[src/rtl/ssc_pkg.sv]
// Types, codes and segment table shared by the seven-segment scan controller.
`timescale 1ns / 1ps

package ssc_pkg;

  localparam int unsigned OpW     = 3;
  localparam int unsigned PosW    = 4;
  localparam int unsigned SegW    = 8;
  localparam int unsigned NumW    = 32;
  localparam int unsigned CfgIdxW = 2;
  localparam int unsigned BitIdxW = 3;
  localparam int unsigned QuotW   = 29;

  localparam logic [OpW-1:0] OpScan  = 3'd0;
  localparam logic [OpW-1:0] OpSet   = 3'd1;
  localparam logic [OpW-1:0] OpClear = 3'd2;
  localparam logic [OpW-1:0] OpTest  = 3'd3;
  localparam logic [OpW-1:0] OpShow  = 3'd4;

  localparam logic [CfgIdxW-1:0] CfgBlank = 2'd0;
  localparam logic [CfgIdxW-1:0] CfgTest  = 2'd1;

  localparam logic [SegW-1:0] BlankReset = 8'hFF;
  localparam logic [SegW-1:0] TestReset  = 8'h00;
  localparam logic [SegW-1:0] AllOff     = 8'hFF;
  localparam logic [SegW-1:0] NoSegments = 8'h00;

  // ceil(2^35 / 10); quotient is (n * Recip10) >> 35 for any 32-bit n
  localparam logic [NumW-1:0] Recip10   = 32'hCCCC_CCCD;
  localparam int unsigned     RecipShift = 35;

  typedef struct packed {
    logic [OpW-1:0]  op;
    logic [PosW-1:0] position;
    logic [SegW-1:0] digit_value;
    logic [NumW-1:0] number;
  } in_t;

  typedef struct packed {
    logic            serial_bit;
    logic [SegW-1:0] segments;
    logic [SegW-1:0] digit_select;
    logic            last;
  } out_t;

  typedef struct packed {
    logic scan_start;
    logic set_digit;
    logic fill_blank;
    logic fill_test;
    logic num_start;
    logic mul;
    logic digit;
    logic shift;
  } cmd_t;

  typedef struct packed {
    logic out_free;
    logic bit_last;
    logic num_done;
  } status_t;

  function automatic logic [SegW-1:0] hex_seg(input logic [3:0] v);
    logic [SegW-1:0] s;
    unique case (v)
      4'h0: s = 8'hC0;
      4'h1: s = 8'hF9;
      4'h2: s = 8'hA4;
      4'h3: s = 8'hB0;
      4'h4: s = 8'h99;
      4'h5: s = 8'h92;
      4'h6: s = 8'h82;
      4'h7: s = 8'hF8;
      4'h8: s = 8'h80;
      4'h9: s = 8'h90;
      4'hA: s = 8'h88;
      4'hB: s = 8'h83;
      4'hC: s = 8'hC6;
      4'hD: s = 8'hA1;
      4'hE: s = 8'h86;
      4'hF: s = 8'h8E;
      default: s = 8'hC0;
    endcase
    return s;
  endfunction

endpackage

[src/rtl/ssc_ctrl.sv]
// Sequencing state machine for the seven-segment scan controller.
`timescale 1ns / 1ps

module ssc_ctrl (
  input  logic                    clk_i,
  input  logic                    rst_ni,
  input  logic                    in_valid_i,
  input  logic [ssc_pkg::OpW-1:0] op_i,
  output logic                    in_stall_o,
  input  ssc_pkg::status_t        status_i,
  output ssc_pkg::cmd_t           cmd_o
);

  typedef enum logic [3:0] {
    StIdle = 4'b0001,
    StScan = 4'b0010,
    StMul  = 4'b0100,
    StDig  = 4'b1000
  } state_e;

  state_e state_q, state_d;
  logic   accept;

  assign in_stall_o = (state_q != StIdle);
  assign accept     = in_valid_i && (state_q == StIdle);

  always_comb begin
    state_d = state_q;
    cmd_o   = '0;
    unique case (state_q)
      StIdle: begin
        if (accept) begin
          unique case (op_i)
            ssc_pkg::OpScan: begin
              cmd_o.scan_start = 1'b1;
              state_d          = StScan;
            end
            ssc_pkg::OpSet:   cmd_o.set_digit  = 1'b1;
            ssc_pkg::OpClear: cmd_o.fill_blank = 1'b1;
            ssc_pkg::OpTest:  cmd_o.fill_test  = 1'b1;
            ssc_pkg::OpShow: begin
              cmd_o.num_start = 1'b1;
              state_d         = StMul;
            end
            default: ;
          endcase
        end
      end
      StScan: begin
        if (status_i.out_free) begin
          cmd_o.shift = 1'b1;
          if (status_i.bit_last) begin
            state_d = StIdle;
          end
        end
      end
      StMul: begin
        cmd_o.mul = 1'b1;
        state_d   = StDig;
      end
      StDig: begin
        cmd_o.digit = 1'b1;
        state_d     = status_i.num_done ? StIdle : StMul;
      end
      default: state_d = StIdle;
    endcase
  end

  always_ff @(posedge clk_i or negedge rst_ni) begin
    if (!rst_ni) begin
      state_q <= StIdle;
    end else begin
      state_q <= state_d;
    end
  end

endmodule

[src/rtl/ssc_dp.sv]
// Pattern buffer, scan shifter, decimal conversion and output register.
`timescale 1ns / 1ps

module ssc_dp #(
  parameter int unsigned DIGITS = 8
) (
  input  logic                        clk_i,
  input  logic                        rst_ni,
  input  ssc_pkg::in_t                in_i,
  input  logic                        cfg_we_i,
  input  logic [ssc_pkg::CfgIdxW-1:0] cfg_index_i,
  input  logic [ssc_pkg::SegW-1:0]    cfg_data_i,
  input  ssc_pkg::cmd_t               cmd_i,
  output ssc_pkg::status_t            status_o,
  output logic                        out_valid_o,
  input  logic                        out_stall_i,
  output ssc_pkg::out_t               out_o
);

  localparam int unsigned IdxW = (DIGITS > 1) ? $clog2(DIGITS) : 1;
  localparam logic [IdxW-1:0] LastIdx = IdxW'(DIGITS - 1);

  logic [ssc_pkg::SegW-1:0]    store_q [DIGITS];
  logic [ssc_pkg::SegW-1:0]    blank_q, test_q, pat_q;
  logic [IdxW-1:0]             scan_q, k_q, wr_idx;
  logic [ssc_pkg::BitIdxW-1:0] bit_q;
  logic [ssc_pkg::NumW-1:0]    num_q;
  logic [ssc_pkg::QuotW-1:0]   quot_q;
  logic [2*ssc_pkg::NumW-1:0]  prod;
  logic [3:0]                  rem;
  logic [ssc_pkg::SegW-1:0]    set_val;
  logic                        set_ok, bit_last;
  logic                        out_valid_q;
  ssc_pkg::out_t               out_q;

  assign prod     = num_q * ssc_pkg::Recip10;
  assign rem      = num_q[3:0] - ({quot_q[0], 3'b000} + {quot_q[2:0], 1'b0});
  assign wr_idx   = LastIdx - k_q;
  assign set_ok   = (32'(in_i.position) < DIGITS);
  assign set_val  = (in_i.digit_value < 8'd16) ? ssc_pkg::hex_seg(in_i.digit_value[3:0])
                                               : in_i.digit_value;
  assign bit_last = (bit_q == {ssc_pkg::BitIdxW{1'b1}});

  assign status_o.out_free = !out_valid_q || !out_stall_i;
  assign status_o.bit_last = bit_last;
  assign status_o.num_done = (k_q == LastIdx) || (quot_q == '0);

  assign out_valid_o = out_valid_q;
  assign out_o       = out_q;

  always_ff @(posedge clk_i or negedge rst_ni) begin
    if (!rst_ni) begin
      blank_q <= ssc_pkg::BlankReset;
      test_q  <= ssc_pkg::TestReset;
    end else if (cfg_we_i) begin
      if (cfg_index_i == ssc_pkg::CfgBlank) begin
        blank_q <= cfg_data_i;
      end
      if (cfg_index_i == ssc_pkg::CfgTest) begin
        test_q <= cfg_data_i;
      end
    end
  end

  always_ff @(posedge clk_i or negedge rst_ni) begin
    if (!rst_ni) begin
      for (int i = 0; i < DIGITS; i++) begin
        store_q[i] <= ssc_pkg::BlankReset;
      end
    end else begin
      if (cmd_i.fill_blank || cmd_i.num_start) begin
        for (int i = 0; i < DIGITS; i++) begin
          store_q[i] <= blank_q;
        end
      end else if (cmd_i.fill_test) begin
        for (int i = 0; i < DIGITS; i++) begin
          store_q[i] <= test_q;
        end
      end else if (cmd_i.set_digit && set_ok) begin
        store_q[in_i.position[IdxW-1:0]] <= set_val;
      end else if (cmd_i.digit) begin
        store_q[wr_idx] <= ssc_pkg::hex_seg(rem);
      end
    end
  end

  always_ff @(posedge clk_i or negedge rst_ni) begin
    if (!rst_ni) begin
      scan_q <= '0;
    end else if (cmd_i.shift && bit_last) begin
      scan_q <= (scan_q == LastIdx) ? '0 : scan_q + 1'b1;
    end
  end

  always_ff @(posedge clk_i) begin
    if (cmd_i.scan_start) begin
      pat_q <= store_q[scan_q];
      bit_q <= '0;
    end else if (cmd_i.shift) begin
      bit_q <= bit_q + 1'b1;
    end
    if (cmd_i.num_start) begin
      num_q <= in_i.number;
      k_q   <= '0;
    end else if (cmd_i.digit) begin
      num_q <= ssc_pkg::NumW'(quot_q);
      k_q   <= k_q + 1'b1;
    end
    if (cmd_i.mul) begin
      quot_q <= prod[ssc_pkg::RecipShift +: ssc_pkg::QuotW];
    end
  end

  always_ff @(posedge clk_i or negedge rst_ni) begin
    if (!rst_ni) begin
      out_valid_q <= 1'b0;
    end else if (cmd_i.shift) begin
      out_valid_q <= 1'b1;
    end else if (!out_stall_i) begin
      out_valid_q <= 1'b0;
    end
  end

  always_ff @(posedge clk_i) begin
    if (cmd_i.shift) begin
      out_q.serial_bit   <= pat_q[~bit_q];
      out_q.segments     <= bit_last ? pat_q : ssc_pkg::NoSegments;
      out_q.digit_select <= bit_last ? ~(ssc_pkg::SegW'(1) << scan_q) : ssc_pkg::AllOff;
      out_q.last         <= bit_last;
    end
  end

endmodule

[src/rtl/seven_segment_scan_controller.sv]
// Top level of the eight-digit multiplexed seven-segment scan controller.
//
// Input channel (in_valid_i / in_stall_o / in_i) carries one command per
// transaction: scan tick, set digit, clear, self test or show number.
// Output channel (out_valid_o / out_stall_i / out_o) carries the serial
// shift data; a scan tick yields eight transactions, MSB first, the last
// one flagged with last and carrying the latched segments and the
// active-low digit select. Configuration writes (cfg_valid_i/cfg_ready_o)
// set the blank and self-test patterns; cfg_ready_o is always high.
// Set digit, clear and self test do not raise in_stall_o. A scan tick first
// reads the buffer into the pattern register, then shifts its bits out one
// at a time through the single output register. Show number blanks the buffer,
// then for each decimal digit runs the 32x32 reciprocal multiplier and then
// forms the remainder and writes the buffer.
// in_stall_o is high while a command is in progress. A stalled output
// holds its payload and the shifter waits. Reset blanks the buffer to
// 0xFF, zeroes the scan index and restores the default patterns.
`timescale 1ns / 1ps

module seven_segment_scan_controller #(
  parameter int unsigned DIGITS = 8
) (
  input  logic                        clk_i,
  input  logic                        rst_ni,
  input  logic                        in_valid_i,
  output logic                        in_stall_o,
  input  ssc_pkg::in_t                in_i,
  output logic                        out_valid_o,
  input  logic                        out_stall_i,
  output ssc_pkg::out_t               out_o,
  input  logic                        cfg_valid_i,
  output logic                        cfg_ready_o,
  input  logic [ssc_pkg::CfgIdxW-1:0] cfg_index_i,
  input  logic [ssc_pkg::SegW-1:0]    cfg_data_i
);

  ssc_pkg::cmd_t    cmd;
  ssc_pkg::status_t status;

  assign cfg_ready_o = 1'b1;

  ssc_ctrl u_ctrl (
    .clk_i      (clk_i),
    .rst_ni     (rst_ni),
    .in_valid_i (in_valid_i),
    .op_i       (in_i.op),
    .in_stall_o (in_stall_o),
    .status_i   (status),
    .cmd_o      (cmd)
  );

  ssc_dp #(
    .DIGITS (DIGITS)
  ) u_dp (
    .clk_i       (clk_i),
    .rst_ni      (rst_ni),
    .in_i        (in_i),
    .cfg_we_i    (cfg_valid_i && cfg_ready_o),
    .cfg_index_i (cfg_index_i),
    .cfg_data_i  (cfg_data_i),
    .cmd_i       (cmd),
    .status_o    (status),
    .out_valid_o (out_valid_o),
    .out_stall_i (out_stall_i),
    .out_o       (out_o)
  );

  a_shift_free: assert property (@(posedge clk_i) disable iff (!rst_ni)
    cmd.shift |-> status.out_free)
    else $error("shift into an occupied output register");

  a_cmd_onehot: assert property (@(posedge clk_i) disable iff (!rst_ni)
    $onehot0(cmd))
    else $error("more than one datapath command at once");

  a_last_select: assert property (@(posedge clk_i) disable iff (!rst_ni)
    out_valid_o && out_o.last |-> $countones(~out_o.digit_select) == 1)
    else $error("digit select not one-hot on last bit");

  a_shift_blank: assert property (@(posedge clk_i) disable iff (!rst_ni)
    out_valid_o && !out_o.last |->
      out_o.digit_select == ssc_pkg::AllOff && out_o.segments == ssc_pkg::NoSegments)
    else $error("digits driven while shifting");

endmodule

[config.mk]
export PLATFORM = sky130hd
export DESIGN_NAME = seven_segment_scan_controller
export DESIGN_NICKNAME = d
export VERILOG_FILES = /design/src/rtl/ssc_pkg.sv /design/src/rtl/ssc_ctrl.sv /design/src/rtl/ssc_dp.sv /design/src/rtl/seven_segment_scan_controller.sv
export SDC_FILE = /design/constraint.sdc
export NUM_CORES = 2
export LEC_CHECK = 0
export ABC_AREA = 1
export ABC_CLOCK_PERIOD_IN_PS = 5600
export BUFFER_PORTS_ARGS = -buffer_cell sky130_fd_sc_hd__buf_2
export CAP_MARGIN = 10
export CORE_ASPECT_RATIO = 1.75
export CORE_MARGIN = 10
export CORE_UTILIZATION = 55
export DETAILED_ROUTE_END_ITERATION = 10
export PLACE_DENSITY = 0.75
export SYNTH_ARGS = -nofsm -noshare
export SYNTH_HDL_FRONTEND = slang
export SYNTH_SLANG_ARGS = --single-unit
[constraint.sdc]
create_clock -name clk_i -period 5.6 [get_ports clk_i]
set_input_delay 0.84 -clock clk_i [delete_from_list [all_inputs] [get_ports clk_i]]
set_output_delay 0.84 -clock clk_i [all_outputs]
set_load 0.05 [all_outputs]
==> flow_summary.toml <==
[clock_network]
cts_buffers = 17
clkTransAtPathRegs_ps = 90
clk_latency_ps = 490
clock_path_buffers = 2
h-tree-depth = 4
clock_sinks = 181
cts_tree = "done"
clockRootBuffer = "clkbuf_16"

[sta]
fmax_mhz = 154.2
whs_ps = 270.2
period_share_pct = 115.8
skew_ps = 19.38
worst_slew_pin_slew_ps = 1397
slew_violations = 0
rsz0062_at_grt = "yes"
setup_tns_ps = -22810
fin_crit_ps = 6485
setup_viol = 29
slew-limit-headroom_pct = 6.555
hold_violations = 0
final.setup.worst_slack_ps = -885.0

[drt]
drt-pass1-iter-count = 6
wl_per_cell_um = 25.61
finalWirelength_um = 123800
routed-via-count = 27780
ant_nets = 0
drc = 0
drt_iter0_drc = 2226
vias_per_cell = 5.747

[layout]
fillerInstances = 4020
final_common_cell = "inv_1"
area.growth.synth_to_final_pct = 27.13
final_cell_mix = "799 x inv_1, 681 x nand2_1, 480 x buf_4"
drive_gt1_share_pct = 26.74
stdcell_count = 4833
register_area_sq_um = 5026
multi_input_area_sq_um = 22450
nNetsFinal = 4967

[worst_setup_path]
reg2regPathDepth = 23
crit_slowest_cell = "fa_1"
critPathMaxFanout = 4
slowest_delay_ps = 630
crit_top_cell = "fa_1"
end_kind = "flop"
path_class = "flop to flop"
worst_ep_arrival_time_ps = 6730
start_kind = "flop"
worstPathRequired_ps = 5840
crit_chain = "ha_4 > inv_1 > fa_1 > inv_2 > fa_2 > inv_2 > fa_1 > inv_1 > fa_1 > fa_1 > fa_1 > fa_2 > ha_4 > nand2_4 > nor2_4 > inv_2 > buf_6 > nor2_4 > inv_2 > o21ai_0 > nand2_1 > nand4_1 > nand2_2"

[grt]
grt_remaining_overflow = 0
grt_pass1_wl_um = 176400
grt_pass1_vias = 29190
antenna_found_initial = 5
grt_max_degree = 60
track_usage_pct = 39.39

[synthesis]
synth_cells = 3580
synth_top_family_by_area = "adder cells"
synth_fp_nets = 4401
synth_fa_ha_area_share_pct = 43.03
avgSynthCellArea_sq_um = 8.046
synth_seq_area_share_pct = 17.45
yosysWarnings = 0
synth_xor_area_share_pct = 1.672
ys.flop_type = "edfxtp_1"
synth_area_sq_um = 28810
ys_seq_elements = 181
async_flop_share_pct = 48.62
muxShareOfSynthArea_pct = 0.03909
synthDistinctLibCells = 48
synth-edff-count = 87
synth_compound_area_share_pct = 8.336
synth_simple_gate_area_share_pct = 17.43

[floorplan]
rows = 110
initial_core_util_pct = 55.81
die_w_um = 193.0
core_area_sq_um = 51610
die_h_um = 322.7
dieArea_sq_um = 62290
io_pins = 83

[place]
dp_slack_ps = -1035
placement.io_buffers = 81
place_congestion = 1.133
dp.cells = 4732
hpwl_um = 98220

[outcome]
status = "finished, violations left"
violations = "negative setup slack"

[flow_run]
maxCapViolCount = 0

[worst_hold_path]
hold_path_class = "input pin to async pin"
[cell families after synthesis]
group,after synthesis
other,1
AO/OA/AOI/OAI,441
adder cells (fa/ha/maj),759
buffers and inverters,909
XOR/XNOR,55
flip-flops,181
multiplexers,1
AND/OR/NAND/NOR,1233
[final timing paths]
path / startpoint / endpoint / slack (ps)
worst min-delay path: rst_ni / u_dp.scan_q[1] / 270
worst max register to register: u_dp.num_q[12] / u_dp.quot_q[13] / -890
min in group clk_i: u_dp.store_q[23] / u_dp.store_q[23] / 480
worst max-delay path: u_dp.num_q[12] / u_dp.quot_q[13] / -890
worst min register to register: u_dp.store_q[23] / u_dp.store_q[23] / 480
max in group asynchronous: rst_ni / u_dp.test_q[2] / 4190
[sequential cells by signal, indices dropped and copies added, names as in the netlist]
register / cells
u_dp.store_q: 64
u_dp.num_q: 32
u_dp.quot_q: 29
u_dp.out_o: 18
u_dp.blank_q: 8
u_dp.pat_q: 8
u_dp.test_q: 8
u_ctrl.state_q: 4
u_dp.bit_q: 3
u_dp.k_q: 3
u_dp.scan_q: 3
u_dp.out_valid_o: 1
[cells in the mapped netlist (all sizes together) (4+ instances only)]
| cell type | n | area [sq um] |
|---|---|---|
| edfxtp | 87 | 2613 |
| nor2 | 299 | 1135 |
| fa | 386 | 7727 |
| xor2 | 41 | 359.1 |
| a21boi | 8 | 60.06 |
| a31o | 4 | 35.03 |
| xnor2 | 14 | 122.6 |
| ha | 373 | 4667 |
| or2 | 7 | 43.79 |
| o21ai | 161 | 805.8 |
| a21oi | 199 | 996.0 |
| a31oi | 14 | 93.84 |
| o22ai | 4 | 25.02 |
| dfrtp | 15 | 375.4 |
| inv | 862 | 3236 |
| buf | 12 | 100.1 |
| dfxtp | 6 | 120.1 |
| nand3 | 129 | 655.6 |
| nor3 | 15 | 110.1 |
| nor4 | 18 | 112.6 |
| nand2 | 744 | 2813 |
| o21bai | 18 | 135.1 |
| nand4 | 14 | 102.6 |
| clkbuf | 32 | 120.1 |
| o21a | 6 | 45.04 |
| dfstp | 73 | 1918 |
| a21o | 17 | 127.6 |
| o211ai | 5 | 37.54 |
[final cells by class]
type	instances	share of cell area, %
multi-input cells	2490	61.32
well taps	672	2.296
diodes	2	0.01367
clock inverters	15	0.5740
repair buffers	591	11.98
clock buffers	17	1.162
inverters	865	8.928
flip-flops and latches	181	13.73
[critical path, delay by kind of cell, from the launching register on]
kind                     cells  cell delay (ps)
AND/OR/NAND/NOR              6              700
buffers and inverters        7              550
adder cells (fa/ha/maj)      9             4270
AO/OA/AOI/OAI                1              190
flip-flops                   1              540
[metal layers]
layer	track usage, %	wire length [um]	up-vias	share of wire (%)
met3	8.602	9388	859	7.6
met2	68.52	61020	1655	49
met1	34.06	34940	13090	28
li1	-	-	12170	-
met5	0	55	-	0.044
met4	45.19	18360	8	15
[metrics by stage]
stage | utilization [%] | area, sq um
finish | 70.95 | 36620
global route | 70.94 | 36610
CTS | 69.04 | 35630
detailed placement | 65.27 | 33690
global placement | 65.27 | 33690
floorplan | - | 29290
[timing repair]
item                                    CTS  global route
pin swaps                               131            99
hold buffers                              0             0
resized for setup                       251           211
setup buffers                            47            24
cloned                                    0             0
endpoints found under the setup margin   29            29
Power is not shown: default switching activity piles up to over one toggle a cycle in this logic, so the estimate is an artifact.
